File: src/hw/rtl/bfds_pkg.sv
// Package for the byte FIFO with drop statistics.
// Holds the transaction structs, the controller/datapath command and status
// structs, and the mode codes. No dependencies.
package bfds_pkg;

   localparam int DATA_W  = 8;
   localparam int LEN_W   = 7;
   localparam int OCC_W   = 8;
   localparam int COUNT_W = 32;

   localparam logic MODE_PUSH = 1'b0;
   localparam logic MODE_READ = 1'b1;

   typedef struct packed {
      logic              mode;
      logic [DATA_W-1:0] data_in;
      logic [LEN_W-1:0]  burst_length;
   } req_type;

   typedef struct packed {
      logic [DATA_W-1:0]  data_out;
      logic               has_data;
      logic               last;
      logic               push_accepted;
      logic [OCC_W-1:0]   occupancy;
      logic [COUNT_W-1:0] pushed_total;
      logic [COUNT_W-1:0] dropped_total;
   } rsp_type;

   // Commands from the controller to the datapath.
   typedef struct packed {
      logic push;        // accept a push transaction
      logic read_start;  // accept a read transaction
      logic emit;        // move one stored byte to the output register
   } cmd_type;

   // Status from the datapath to the controller.
   typedef struct packed {
      logic out_free;     // output register can be loaded at this edge
      logic burst_empty;  // the offered read would return no bytes
      logic last_byte;    // the byte being emitted ends the burst
   } sts_type;

endpackage

File: src/hw/rtl/bfds_ram.sv
// Generic single-write, single-read RAM with a registered read port.
// No dependencies.
module bfds_ram #(
   parameter int WIDTH = 8,
   parameter int DEPTH = 256
) (
   input  logic                                  clock,
   input  logic                                  wr_en,
   input  logic [((DEPTH > 1) ? $clog2(DEPTH) : 1)-1:0] wr_addr,
   input  logic [WIDTH-1:0]                      wr_data,
   input  logic [((DEPTH > 1) ? $clog2(DEPTH) : 1)-1:0] rd_addr,
   output logic [WIDTH-1:0]                      rd_data
);

   logic [WIDTH-1:0] mem [DEPTH];
   logic [WIDTH-1:0] rd_data_ff;

   always_ff @(posedge clock) begin
      if (wr_en) begin
         mem[wr_addr] <= wr_data;
      end
      rd_data_ff <= mem[rd_addr];
   end

   assign rd_data = rd_data_ff;

endmodule

File: src/hw/rtl/bfds_ctrl.sv
// Controller state machine for the byte FIFO with drop statistics.
// Depends on bfds_pkg for the command and status structs and mode codes.
module bfds_ctrl import bfds_pkg::*; (
   input  logic    clock,
   input  logic    reset,
   input  logic    req_valid,
   input  logic    req_mode,
   output logic    req_stall,
   input  sts_type sts,
   output cmd_type cmd
);

   localparam logic ST_IDLE  = 1'b0;
   localparam logic ST_BURST = 1'b1;

   logic state_ff;
   logic state_in;
   logic accept;

   assign accept = (state_ff == ST_IDLE) && req_valid && sts.out_free;

   always_comb begin
      state_in       = state_ff;
      cmd.push       = 1'b0;
      cmd.read_start = 1'b0;
      cmd.emit       = 1'b0;
      req_stall      = 1'b1;
      case (state_ff)
         ST_IDLE: begin
            req_stall = !sts.out_free;
            if (accept) begin
               if (req_mode == MODE_PUSH) begin
                  cmd.push = 1'b1;
               end else begin
                  cmd.read_start = 1'b1;
                  if (!sts.burst_empty) begin
                     state_in = ST_BURST;
                  end
               end
            end
         end
         ST_BURST: begin
            if (sts.out_free) begin
               cmd.emit = 1'b1;
               if (sts.last_byte) begin
                  state_in = ST_IDLE;
               end
            end
         end
         default: begin
            state_in = ST_IDLE;
         end
      endcase
   end

   always_ff @(posedge clock) begin
      if (reset) begin
         state_ff <= ST_IDLE;
      end else begin
         state_ff <= state_in;
      end
   end

endmodule

File: src/hw/rtl/bfds_dp.sv
// Datapath for the byte FIFO with drop statistics: indices, counters,
// burst counter, byte store and the output register.
// Depends on bfds_pkg and bfds_ram.
module bfds_dp import bfds_pkg::*; #(
   parameter int DEPTH     = 256,
   parameter int MAX_BURST = 64
) (
   input  logic    clock,
   input  logic    reset,
   input  req_type req_payload,
   input  cmd_type cmd,
   output sts_type sts,
   output logic    rsp_valid,
   input  logic    rsp_stall,
   output rsp_type rsp_payload
);

   localparam int IDX_W   = (DEPTH > 1) ? $clog2(DEPTH) : 1;
   localparam int PAD_W   = (IDX_W > OCC_W) ? IDX_W : OCC_W;
   localparam int CMP_W   = (IDX_W > LEN_W) ? IDX_W : LEN_W;
   localparam int BURST_W = $clog2(MAX_BURST + 1);

   logic [IDX_W-1:0]   write_idx_ff, write_idx_in;
   logic [IDX_W-1:0]   read_idx_ff, read_idx_in;
   logic [COUNT_W-1:0] pushed_ff, pushed_in;
   logic [COUNT_W-1:0] dropped_ff, dropped_in;
   logic [BURST_W-1:0] remain_ff, remain_in;
   logic               rsp_valid_ff, rsp_valid_in;
   rsp_type            rsp_ff, rsp_in;

   logic [IDX_W-1:0]   occ_now;
   logic [IDX_W-1:0]   occ_next;
   logic [PAD_W-1:0]   occ_pad;
   logic               full;
   logic [LEN_W-1:0]   len_sat;
   logic [CMP_W-1:0]   burst_n;
   logic               load;
   logic               store_wr;
   logic [DATA_W-1:0]  store_rd_data;

   function automatic logic [IDX_W-1:0] wrap_inc(input logic [IDX_W-1:0] idx);
      logic [IDX_W-1:0] res;
      if (idx == IDX_W'(DEPTH - 1)) begin
         res = '0;
      end else begin
         res = idx + 1'b1;
      end
      return res;
   endfunction

   function automatic logic [IDX_W-1:0] used(input logic [IDX_W-1:0] w,
                                             input logic [IDX_W-1:0] r);
      logic [IDX_W:0] sum;
      if (w >= r) begin
         sum = {1'b0, w} - {1'b0, r};
      end else begin
         sum = {1'b0, w} + (IDX_W + 1)'(DEPTH) - {1'b0, r};
      end
      return sum[IDX_W-1:0];
   endfunction

   assign occ_now  = used(write_idx_ff, read_idx_ff);
   assign full     = (occ_now == IDX_W'(DEPTH - 1));
   assign len_sat  = (req_payload.burst_length > LEN_W'(MAX_BURST)) ?
                     LEN_W'(MAX_BURST) : req_payload.burst_length;
   assign burst_n  = (CMP_W'(len_sat) < CMP_W'(occ_now)) ?
                     CMP_W'(len_sat) : CMP_W'(occ_now);
   assign store_wr = cmd.push && !full;

   assign sts.out_free    = !rsp_valid_ff || !rsp_stall;
   assign sts.burst_empty = (burst_n == '0);
   assign sts.last_byte   = (remain_ff == BURST_W'(1));

   always_comb begin
      write_idx_in = write_idx_ff;
      read_idx_in  = read_idx_ff;
      pushed_in    = pushed_ff;
      dropped_in   = dropped_ff;
      remain_in    = remain_ff;
      if (cmd.push) begin
         if (full) begin
            dropped_in = dropped_ff + 1'b1;
         end else begin
            write_idx_in = wrap_inc(write_idx_ff);
            pushed_in    = pushed_ff + 1'b1;
         end
      end
      if (cmd.read_start) begin
         remain_in = BURST_W'(burst_n);
      end
      if (cmd.emit) begin
         read_idx_in = wrap_inc(read_idx_ff);
         remain_in   = remain_ff - 1'b1;
      end
   end

   assign occ_next = used(write_idx_in, read_idx_in);
   assign occ_pad  = PAD_W'(occ_next);
   assign load     = cmd.push || cmd.emit || (cmd.read_start && sts.burst_empty);

   always_comb begin
      rsp_in.data_out      = cmd.emit ? store_rd_data : '0;
      rsp_in.has_data      = cmd.emit;
      rsp_in.last          = cmd.emit ? sts.last_byte : 1'b1;
      rsp_in.push_accepted = store_wr;
      rsp_in.occupancy     = occ_pad[OCC_W-1:0];
      rsp_in.pushed_total  = pushed_in;
      rsp_in.dropped_total = dropped_in;
      if (load) begin
         rsp_valid_in = 1'b1;
      end else if (!rsp_stall) begin
         rsp_valid_in = 1'b0;
      end else begin
         rsp_valid_in = rsp_valid_ff;
      end
   end

   always_ff @(posedge clock) begin
      if (reset) begin
         write_idx_ff <= '0;
         read_idx_ff  <= '0;
         pushed_ff    <= '0;
         dropped_ff   <= '0;
         remain_ff    <= '0;
         rsp_valid_ff <= 1'b0;
      end else begin
         write_idx_ff <= write_idx_in;
         read_idx_ff  <= read_idx_in;
         pushed_ff    <= pushed_in;
         dropped_ff   <= dropped_in;
         remain_ff    <= remain_in;
         rsp_valid_ff <= rsp_valid_in;
      end
   end

   always_ff @(posedge clock) begin
      if (load) begin
         rsp_ff <= rsp_in;
      end
   end

   // The read port follows the next read index, so the registered read data
   // always holds the oldest byte once the index has settled.
   bfds_ram #(
      .WIDTH(DATA_W),
      .DEPTH(DEPTH)
   ) u_store (
      .clock  (clock),
      .wr_en  (store_wr),
      .wr_addr(write_idx_ff),
      .wr_data(req_payload.data_in),
      .rd_addr(read_idx_in),
      .rd_data(store_rd_data)
   );

   assign rsp_valid   = rsp_valid_ff;
   assign rsp_payload = rsp_ff;

endmodule

File: src/hw/rtl/byte_fifo_with_drop_stats_core.sv
// Top level of the byte FIFO with drop statistics.
// Depends on bfds_pkg, bfds_ctrl, bfds_dp and bfds_ram.
//
// A circular byte FIFO of DEPTH slots that keeps one slot empty, so it holds
// at most DEPTH-1 bytes. Each request transaction either pushes one byte or
// reads a burst of up to burst_length bytes (saturated to MAX_BURST). A push
// into a full FIFO drops the byte and increments the dropped count. A read
// returns one response transaction per byte, oldest first, with last set on
// the final one; a read of an empty FIFO or of zero length returns a single
// response with no data. Every response carries the occupancy after its step
// (low 8 bits) and the 32-bit pushed and dropped totals, which wrap. Timing:
// a push, and a read that returns no data, leave the controller idle, so the
// next request can be taken in the following cycle. A read of n bytes holds
// off requests until its last byte has moved, while one byte a cycle moves
// from the byte store to the output register unless responses stall; the
// store's single read port sets that pace. Response stalls pause the block,
// since the output register is loaded only when it is empty or being emptied.
// The byte store is a RAM without reset and needs no clearing after reset.
module byte_fifo_with_drop_stats_core import bfds_pkg::*; #(
   parameter int DEPTH     = 256,
   parameter int MAX_BURST = 64
) (
   input  logic    clock,
   input  logic    reset,
   input  logic    req_valid,
   output logic    req_stall,
   input  req_type req_payload,
   output logic    rsp_valid,
   input  logic    rsp_stall,
   output rsp_type rsp_payload
);

   cmd_type cmd;
   sts_type sts;

   // The controller decides when a transaction is taken and when a byte moves.
   bfds_ctrl u_ctrl (
      .clock    (clock),
      .reset    (reset),
      .req_valid(req_valid),
      .req_mode (req_payload.mode),
      .req_stall(req_stall),
      .sts      (sts),
      .cmd      (cmd)
   );

   // The datapath holds the indices, counters, byte store and output register.
   bfds_dp #(
      .DEPTH    (DEPTH),
      .MAX_BURST(MAX_BURST)
   ) u_dp (
      .clock      (clock),
      .reset      (reset),
      .req_payload(req_payload),
      .cmd        (cmd),
      .sts        (sts),
      .rsp_valid  (rsp_valid),
      .rsp_stall  (rsp_stall),
      .rsp_payload(rsp_payload)
   );

endmodule
File: config.mk
export PLATFORM = sky130hd
export DESIGN_NAME = byte_fifo_with_drop_stats_core
export DESIGN_NICKNAME = d
export VERILOG_FILES = /design/src/hw/rtl/bfds_pkg.sv /design/src/hw/rtl/bfds_ram.sv /design/src/hw/rtl/bfds_ctrl.sv /design/src/hw/rtl/bfds_dp.sv /design/src/hw/rtl/byte_fifo_with_drop_stats_core.sv
export SDC_FILE = /design/constraint.sdc
export NUM_CORES = 2
export LEC_CHECK = 0
export BUFFER_PORTS_ARGS = -buffer_cell sky130_fd_sc_hd__buf_4
export CAP_MARGIN = 20
export CORE_ASPECT_RATIO = 0.8
export CORE_MARGIN = 5
export CORE_UTILIZATION = 50
export CTS_CLUSTER_DIAMETER = 50
export DETAILED_ROUTE_END_ITERATION = 10
export MAX_ROUTING_LAYER = met4
export PLACE_DENSITY = 0.75
export SYNTH_ARGS = -nofsm -noshare
export SYNTH_HDL_FRONTEND = slang
export SYNTH_HIERARCHICAL = 1
export SYNTH_SLANG_ARGS = --single-unit
File: constraint.sdc
create_clock -name clock -period 7.46 [get_ports clock]
set_clock_uncertainty 0.05 [all_clocks]
set_input_delay 0.746 -clock clock [delete_from_list [all_inputs] [get_ports clock]]
set_output_delay 0.746 -clock clock [all_outputs]
set_load 0.1 [all_outputs]
## Yosys cells after proc, flatten, opt, wreduce, memory -nomap -nowiden

Memory sizes are Yosys's and may differ from the RTL's. A register that Yosys moved wholly into a read port is not among the register bits.
Index checks and enable logic that the tools add are counted.

- Register bits: 172
- Memory bits (writable): 2,048
- Input port bits: 20
- Output and inout bits: 85
- Word-level logic and storage cells: 81
- Memories: 1

- Add/subtract/negate cells: 11
- $lt $le $gt $ge: 4
- Equal/unequal tests: 5
- Multiplexer cells: 32
- Bitwise logic cells: 1
- Reductions and logical operators: 13

Memories:

| memory | depth | bits a word | rd ports | clocked after Yosys merged registers in | wr ports | line | source |
|---|---|---|---|---|---|---|---|
| u_dp.u_store.mem | 256 | 8 | 1 | 1 | 1 | bfds_ram.sv:15 | `logic [WIDTH-1:0] mem [DEPTH];` |

Operators with widths:

| operator | number |
|---|---|
| $mux W32 | 4 |
| $add A32 B1 Y32 const B | 2 |
| $mux W8 | 8 |
| $add A8 B1 Y8 const B | 4 |
| $sub A8 B8 Y8 | 4 |
| $eq A8 B8 Y1 const B | 3 |
| $mux W7 | 3 |
| $ge A8 B8 Y1 | 2 |
| $mux W1 | 14 |
| $logic_not A8 Y1 | 1 |
| $lt A7 B8 Y1 | 1 |
| $eq A7 B1 Y1 const B | 1 |
| $gt A7 B7 Y1 const B | 1 |
| $sub A7 B1 Y7 const B | 1 |
| $logic_and A1 B1 Y1 | 4 |
| $logic_not A1 Y1 | 4 |
| $mux W2 | 2 |
| $logic_or A1 B1 Y1 | 3 |
| $ne A2 B1 Y1 const B | 1 |
| $pmux W1 S2 | 1 |
| $reduce_bool A2 Y1 | 1 |
| $not A1 Y1 | 1 |

## Logic depth before layout (Yosys ltp)

- Word-level depth: 10
- Gate-level depth with buffers: 23
- Mapped depth without buffers: 23

## By module

Netlist, hierarchy kept.

Modules (own cells, without submodules):

| module | times used | cells each | area each (um2) | sequential area each (um2) |
|---|---|---|---|---|
| bfds_ram | 1 | 3,733 | 79,556.3 | 61,659.1 |
| bfds_dp | 1 | 729 | 7,808.7 | 4,254.1 |
| bfds_ctrl | 1 | 9 | 71.3 | 20.0 |

## Worst setup path before layout

Ideal clock, no wire load.

- Path kind: reg2reg
- Start point: register u_dp.read_idx_ff[0]
- End point: register u_dp.rsp_ff, in the netlist u_dp/rsp_payload[0], enable pin
- Setup time: 0.440 ns
- Arrival: 4.663 ns
- Path slack: 2.306 ns
- Cell stages (with the launch flop): 15
- Path buffers: 1
- Cell sequence: dfxtp_1 > ha_1 > inv_1 > fa_1 > a211oi_2 > nor2_1 > xor2_1 > inv_1 > ha_1 > o21a_1 > o211ai_1 > a21boi_0 > buf_1 > mux2i_1 > a211o_1

RTL lines:

| item | line | source |
|---|---|---|
| from (decl) | bfds_dp.sv:24 | `logic [IDX_W-1:0] read_idx_ff, read_idx_in;` |
| from (signal assigned) | bfds_dp.sv:128 | `read_idx_ff <= read_idx_in;` |
| to (signal assigned) | bfds_dp.sv:138 | `rsp_ff <= rsp_in;` |
| to (decl) | bfds_dp.sv:29 | `rsp_type rsp_ff, rsp_in;` |

## Worst setup path after layout

- Start point: register u_dp.write_idx_ff[0]
- End point: register u_dp.rsp_ff, in the netlist u_dp/rsp_payload[71] (data pin)

- Longest elaborated chain between the ends: 9
- Elaborated cells on any way between the ends: 16

Ends and longest elaborated chain:

| item | line | source |
|---|---|---|
| from (decl) | bfds_dp.sv:23 | `logic [IDX_W-1:0] write_idx_ff, write_idx_in;` |
| from (signal assigned) | bfds_dp.sv:127 | `write_idx_ff <= write_idx_in;` |
| $add A8 B1 Y8 | bfds_dp.sv:57 | `sum = {1'b0, w} + (IDX_W + 1)'(DEPTH) - {1'b0, r};` |
| $sub A8 B8 Y8 | bfds_dp.sv:57 |  |
| $mux W8 | bfds_dp.sv:54 | `if (w >= r) begin` |
| $eq A8 B8 Y1 | bfds_dp.sv:63 | `assign full = (occ_now == IDX_W'(DEPTH - 1));` |
| $mux W8 | bfds_dp.sv:81 | `if (full) begin` |
| $mux W8 * | bfds_dp.sv:80 | `if (cmd.push) begin` |
| $add A8 B1 Y8 | bfds_dp.sv:57 |  |
| $sub A8 B8 Y8 | bfds_dp.sv:57 |  |
| $mux W8 * | bfds_dp.sv:54 |  |
| via u_dp.occ_next[7] | bfds_dp.sv:32 | `logic [IDX_W-1:0] occ_next;` |

The timed path passes the listed nets; every way through them passes the cells marked *.
A chain may end at the register's enable or synchronous reset.

==> impl_metrics.ini <==
[sta]
relSlewSlack = 0.1373
maxSlewViolCount = 0
finalWorstSetupSlack_ps = 1579
max_slew.worst_pin.slew_ps = 1261
rsz0062_at_grt = no
max_freq_mhz = 170.1
post-route-period-util = 0.7883
hold_viol_final = 0
setup_viol = 0
min_period_ps = 5881
setup_tns_ps = 0

[setup_path]
startpoint_type = flip-flop
crit_required_ps = 7970
cp_data_arrival_time_ps = 6390
end_kind = flip-flop
cp_max_fo = 17
crit_type = flip-flop to flip-flop

[synth]
synth_edf_count = 2131
syn_inst = 4471
synth_area_um2 = 87440
seq_area_frac_synth = 0.7541
syn_nets = 4518
synth_flop_cell = edfxtp_1
ys.warnings.count = 6
async_flop_share = 0
yosysTopAreaCell = edfxtp_1
netlist-cell-type-count = 82
synth_area_leaders = edfxtp_1 73%, mux4_2 12%, dfxtp_1 2.2%
synth_seq_cells = 2228
avgSynthCellArea_um2 = 19.56
synth_top_area_frac = 0.7319

[route]
first_pass_iters = 6
drt-initial-drc-count = 6548
wl_met1_um = 80340
wl_met2_um = 95540
drc = 0
wire_per_inst_um = 29.48
routed_wl_um = 209300
num_vias = 45570
top_layer = met4
wl_met3_um = 26640
antenna_left = 0
via_per_inst = 6.418

[cts]
postCtsSetupRepairBufs = 0
root_buffer = clkbuf_16
clock_sinks = 2228
cts_hold_buffers = 0
cts.clk_slew.worst_paths_ps = 60
ctsResizeCount = 0
insertion_delay_ps = 830
cts_buffer_depth = 3
cts_tree = built
numCtsBuffers = 200
h-tree-depth = 4

[run]
drv_cap = 0

[placed_design]
dp_slack_ps = 1359
place_congestion = 0.8935
placed_cell_area_um2 = 90710
placed_cells = 6728
port_buffers = 104
hpwlAfterDp_um = 128300

[min_path]
hp-class = input port to flip-flop

[pwr]
vdd_drop_max_uv = 310.8
power_mw = 31.46
pwr-share-comb = 0.229
p_leak_nw = 29.91
p_sw_mw = 8.858
seqPwrFrac = 0.447
p_int_mw = 22.61
p_sw_frac = 0.2815
powerDensity_nw_per_um2 = 323.7
p_clk_frac = 0.324

[global_route]
grt_pass1_vias = 44480
antenna_found_initial = 4
grt_max_degree = 145
grt_pass1_wl_um = 306300
overflow = 0
grt.total_usage = 0.2335

[cells_and_area]
final_common_cell = edfxtp_1
final_cell_mix = 2131 x edfxtp_1, 454 x mux4_2, 330 x nor2_1
nets = 4685
area.growth.synth_to_final_pct = 11.15
drive_above_1_share = 0.2081
stdcell_count = 7100
stdcell_area_um2 = 97190

[floorplanning]
die_h_um = 384.0
die_w_um = 477.5
io_pins = 105
core_um2 = 174200
placement_rows = 137
dieArea_um2 = 183400
initial_core_util = 0.5021

[outcome]
status = complete, no violations
-- power groups by stage --
| stage | Sequential (mW) | Combinational, mW | Clock [mW] |
|---|---|---|---|
| floorplan | 15.5 | 4.61 | 0 |
| global placement | 14.3 | 7.16 | 0 |
| detailed placement | 14.3 | 7.24 | 0 |
| CTS | 14.1 | 7.27 | 10.3 |
| global route | 14.1 | 7.59 | 10.9 |
| finish | 14.1 | 7.22 | 10.2 |
-- state kept, by name (all words and copies together) (netlist names) --
name,flops
u_dp/u_store/mem,2048
u_dp/rsp_payload,83
u_dp/dropped_ff,32
u_dp/pushed_ff,32
u_dp/read_idx_ff,8
u_dp/u_store/rd_data,8
u_dp/write_idx_ff,8
u_dp/remain_ff,7
u_ctrl/state_ff,1
u_dp/rsp_valid,1
-- synth_stat cells, types with 5 or more instances --
cell type and instances:
xor2_1 32, and2_1 86, a211oi_1 16, nor4_1 31
o21a_1 7, a22oi_1 133, a221oi_1 13, nor3_1 43
o221ai_1 46, buf_12 8, dfxtp_1 97, mux2i_1 148
nor2b_1 41, nor2_1 334, buf_1 24, nand4_1 28
xnor2_1 48, inv_1 47, o22a_1 5, edfxtp_1 2131
a22o_1 8, o21ai_0 23, nand3_1 60, mux4_2 454
nor3b_1 6, ha_1 26, and3_1 19, o211ai_1 12
o22ai_1 31, or2_2 8, buf_2 32, clkbuf_1 131
buf_4 27, nand2b_1 16, o32ai_1 5, buf_6 21
nand2_1 75, a21oi_1 112, buf_8 13
-- cell families (layout without fill, tap and decap cells) --
| kind of cell | Yosys count | in the layout | synth area share |
|---|---|---|---|
| adders and majority gates | 27 | 27 | 0.003950 |
| muxes | 606 | 606 | 0.1347 |
| xor gates and xnor gates | 82 | 82 | 0.008386 |
| AOI/OAI and AO/OA | 448 | 448 | 0.03618 |
| other | 0 | 2 | 0 |
| DFF | 2228 | 2228 | 0.7541 |
| and+or+nand+nor | 773 | 773 | 0.04292 |
| buffers and inverters | 307 | 641 | 0.01976 |
-- worst max-delay path, cell delays in order (launching register included) --
cell and delay (ps):
dfxtp_1 490, inv_1 130, ha_1 160, inv_1 50, fa_1 420, a211oi_2 290
nor2_1 100, xor2_1 300, nand4b_1 410, o31ai_4 730, clkinv_1 180, o21ai_0 190
nor2_1 80, a21oi_1 220, ha_1 380, nor2b_1 80, o21ai_0 200, a21boi_0 150
o21a_1 210, o21ai_0 150, nand2b_1 90, a21oi_1 220, xnor2_1 200, xnor2_1 120
-- path summary, 6_finish.rpt --
path,to,startpoint,slack [ps],cells past startpoint
hold reg to reg,u_dp/pushed_ff[1]$_SDFF_PP0_,u_dp/pushed_ff[1]$_SDFF_PP0_,460,2
hold / removal,u_dp/read_idx_ff[2]$_SDFF_PP0_,reset,230,2
setup / recovery,u_dp/rsp_payload[71]$_DFFE_PP_,u_dp/write_idx_ff[0]$_SDFF_PP0_,1580,23
setup reg to reg,u_dp/rsp_payload[71]$_DFFE_PP_,u_dp/write_idx_ff[0]$_SDFF_PP0_,1580,23
-- metrics by stage --
| stage | hold WS [ps] | utilization |
|---|---|---|
| after global routing | 203.9 | 0.5580 |
| after CTS | 168.7 | 0.5579 |
| final | 230.1 | 0.5580 |
| after detailed placement | 453.5 | 0.5209 |
| after floorplan | 425.6 | - |
| after global placement | 439.0 | 0.5207 |
-- metal layers --
layer  global-route usage  vias up
li1                     -    18560
met1               0.3322    23630
met2               0.3382     3003
met3              0.05523      375
met4              0.07487        0
met5                    -        -
-- layout make-up --
class                   count  area, um^2
diodes                      2       5.005
clock buffers             254        5311
clock inverters           115        1145
fillers                 12640       76970
inverters                  51       198.9
multi-input cells        1936       19850
flip-flops and latches   2228       65930
well taps                2293        2869
repair buffers            221        1876
Power figures use the tool's default switching activity.
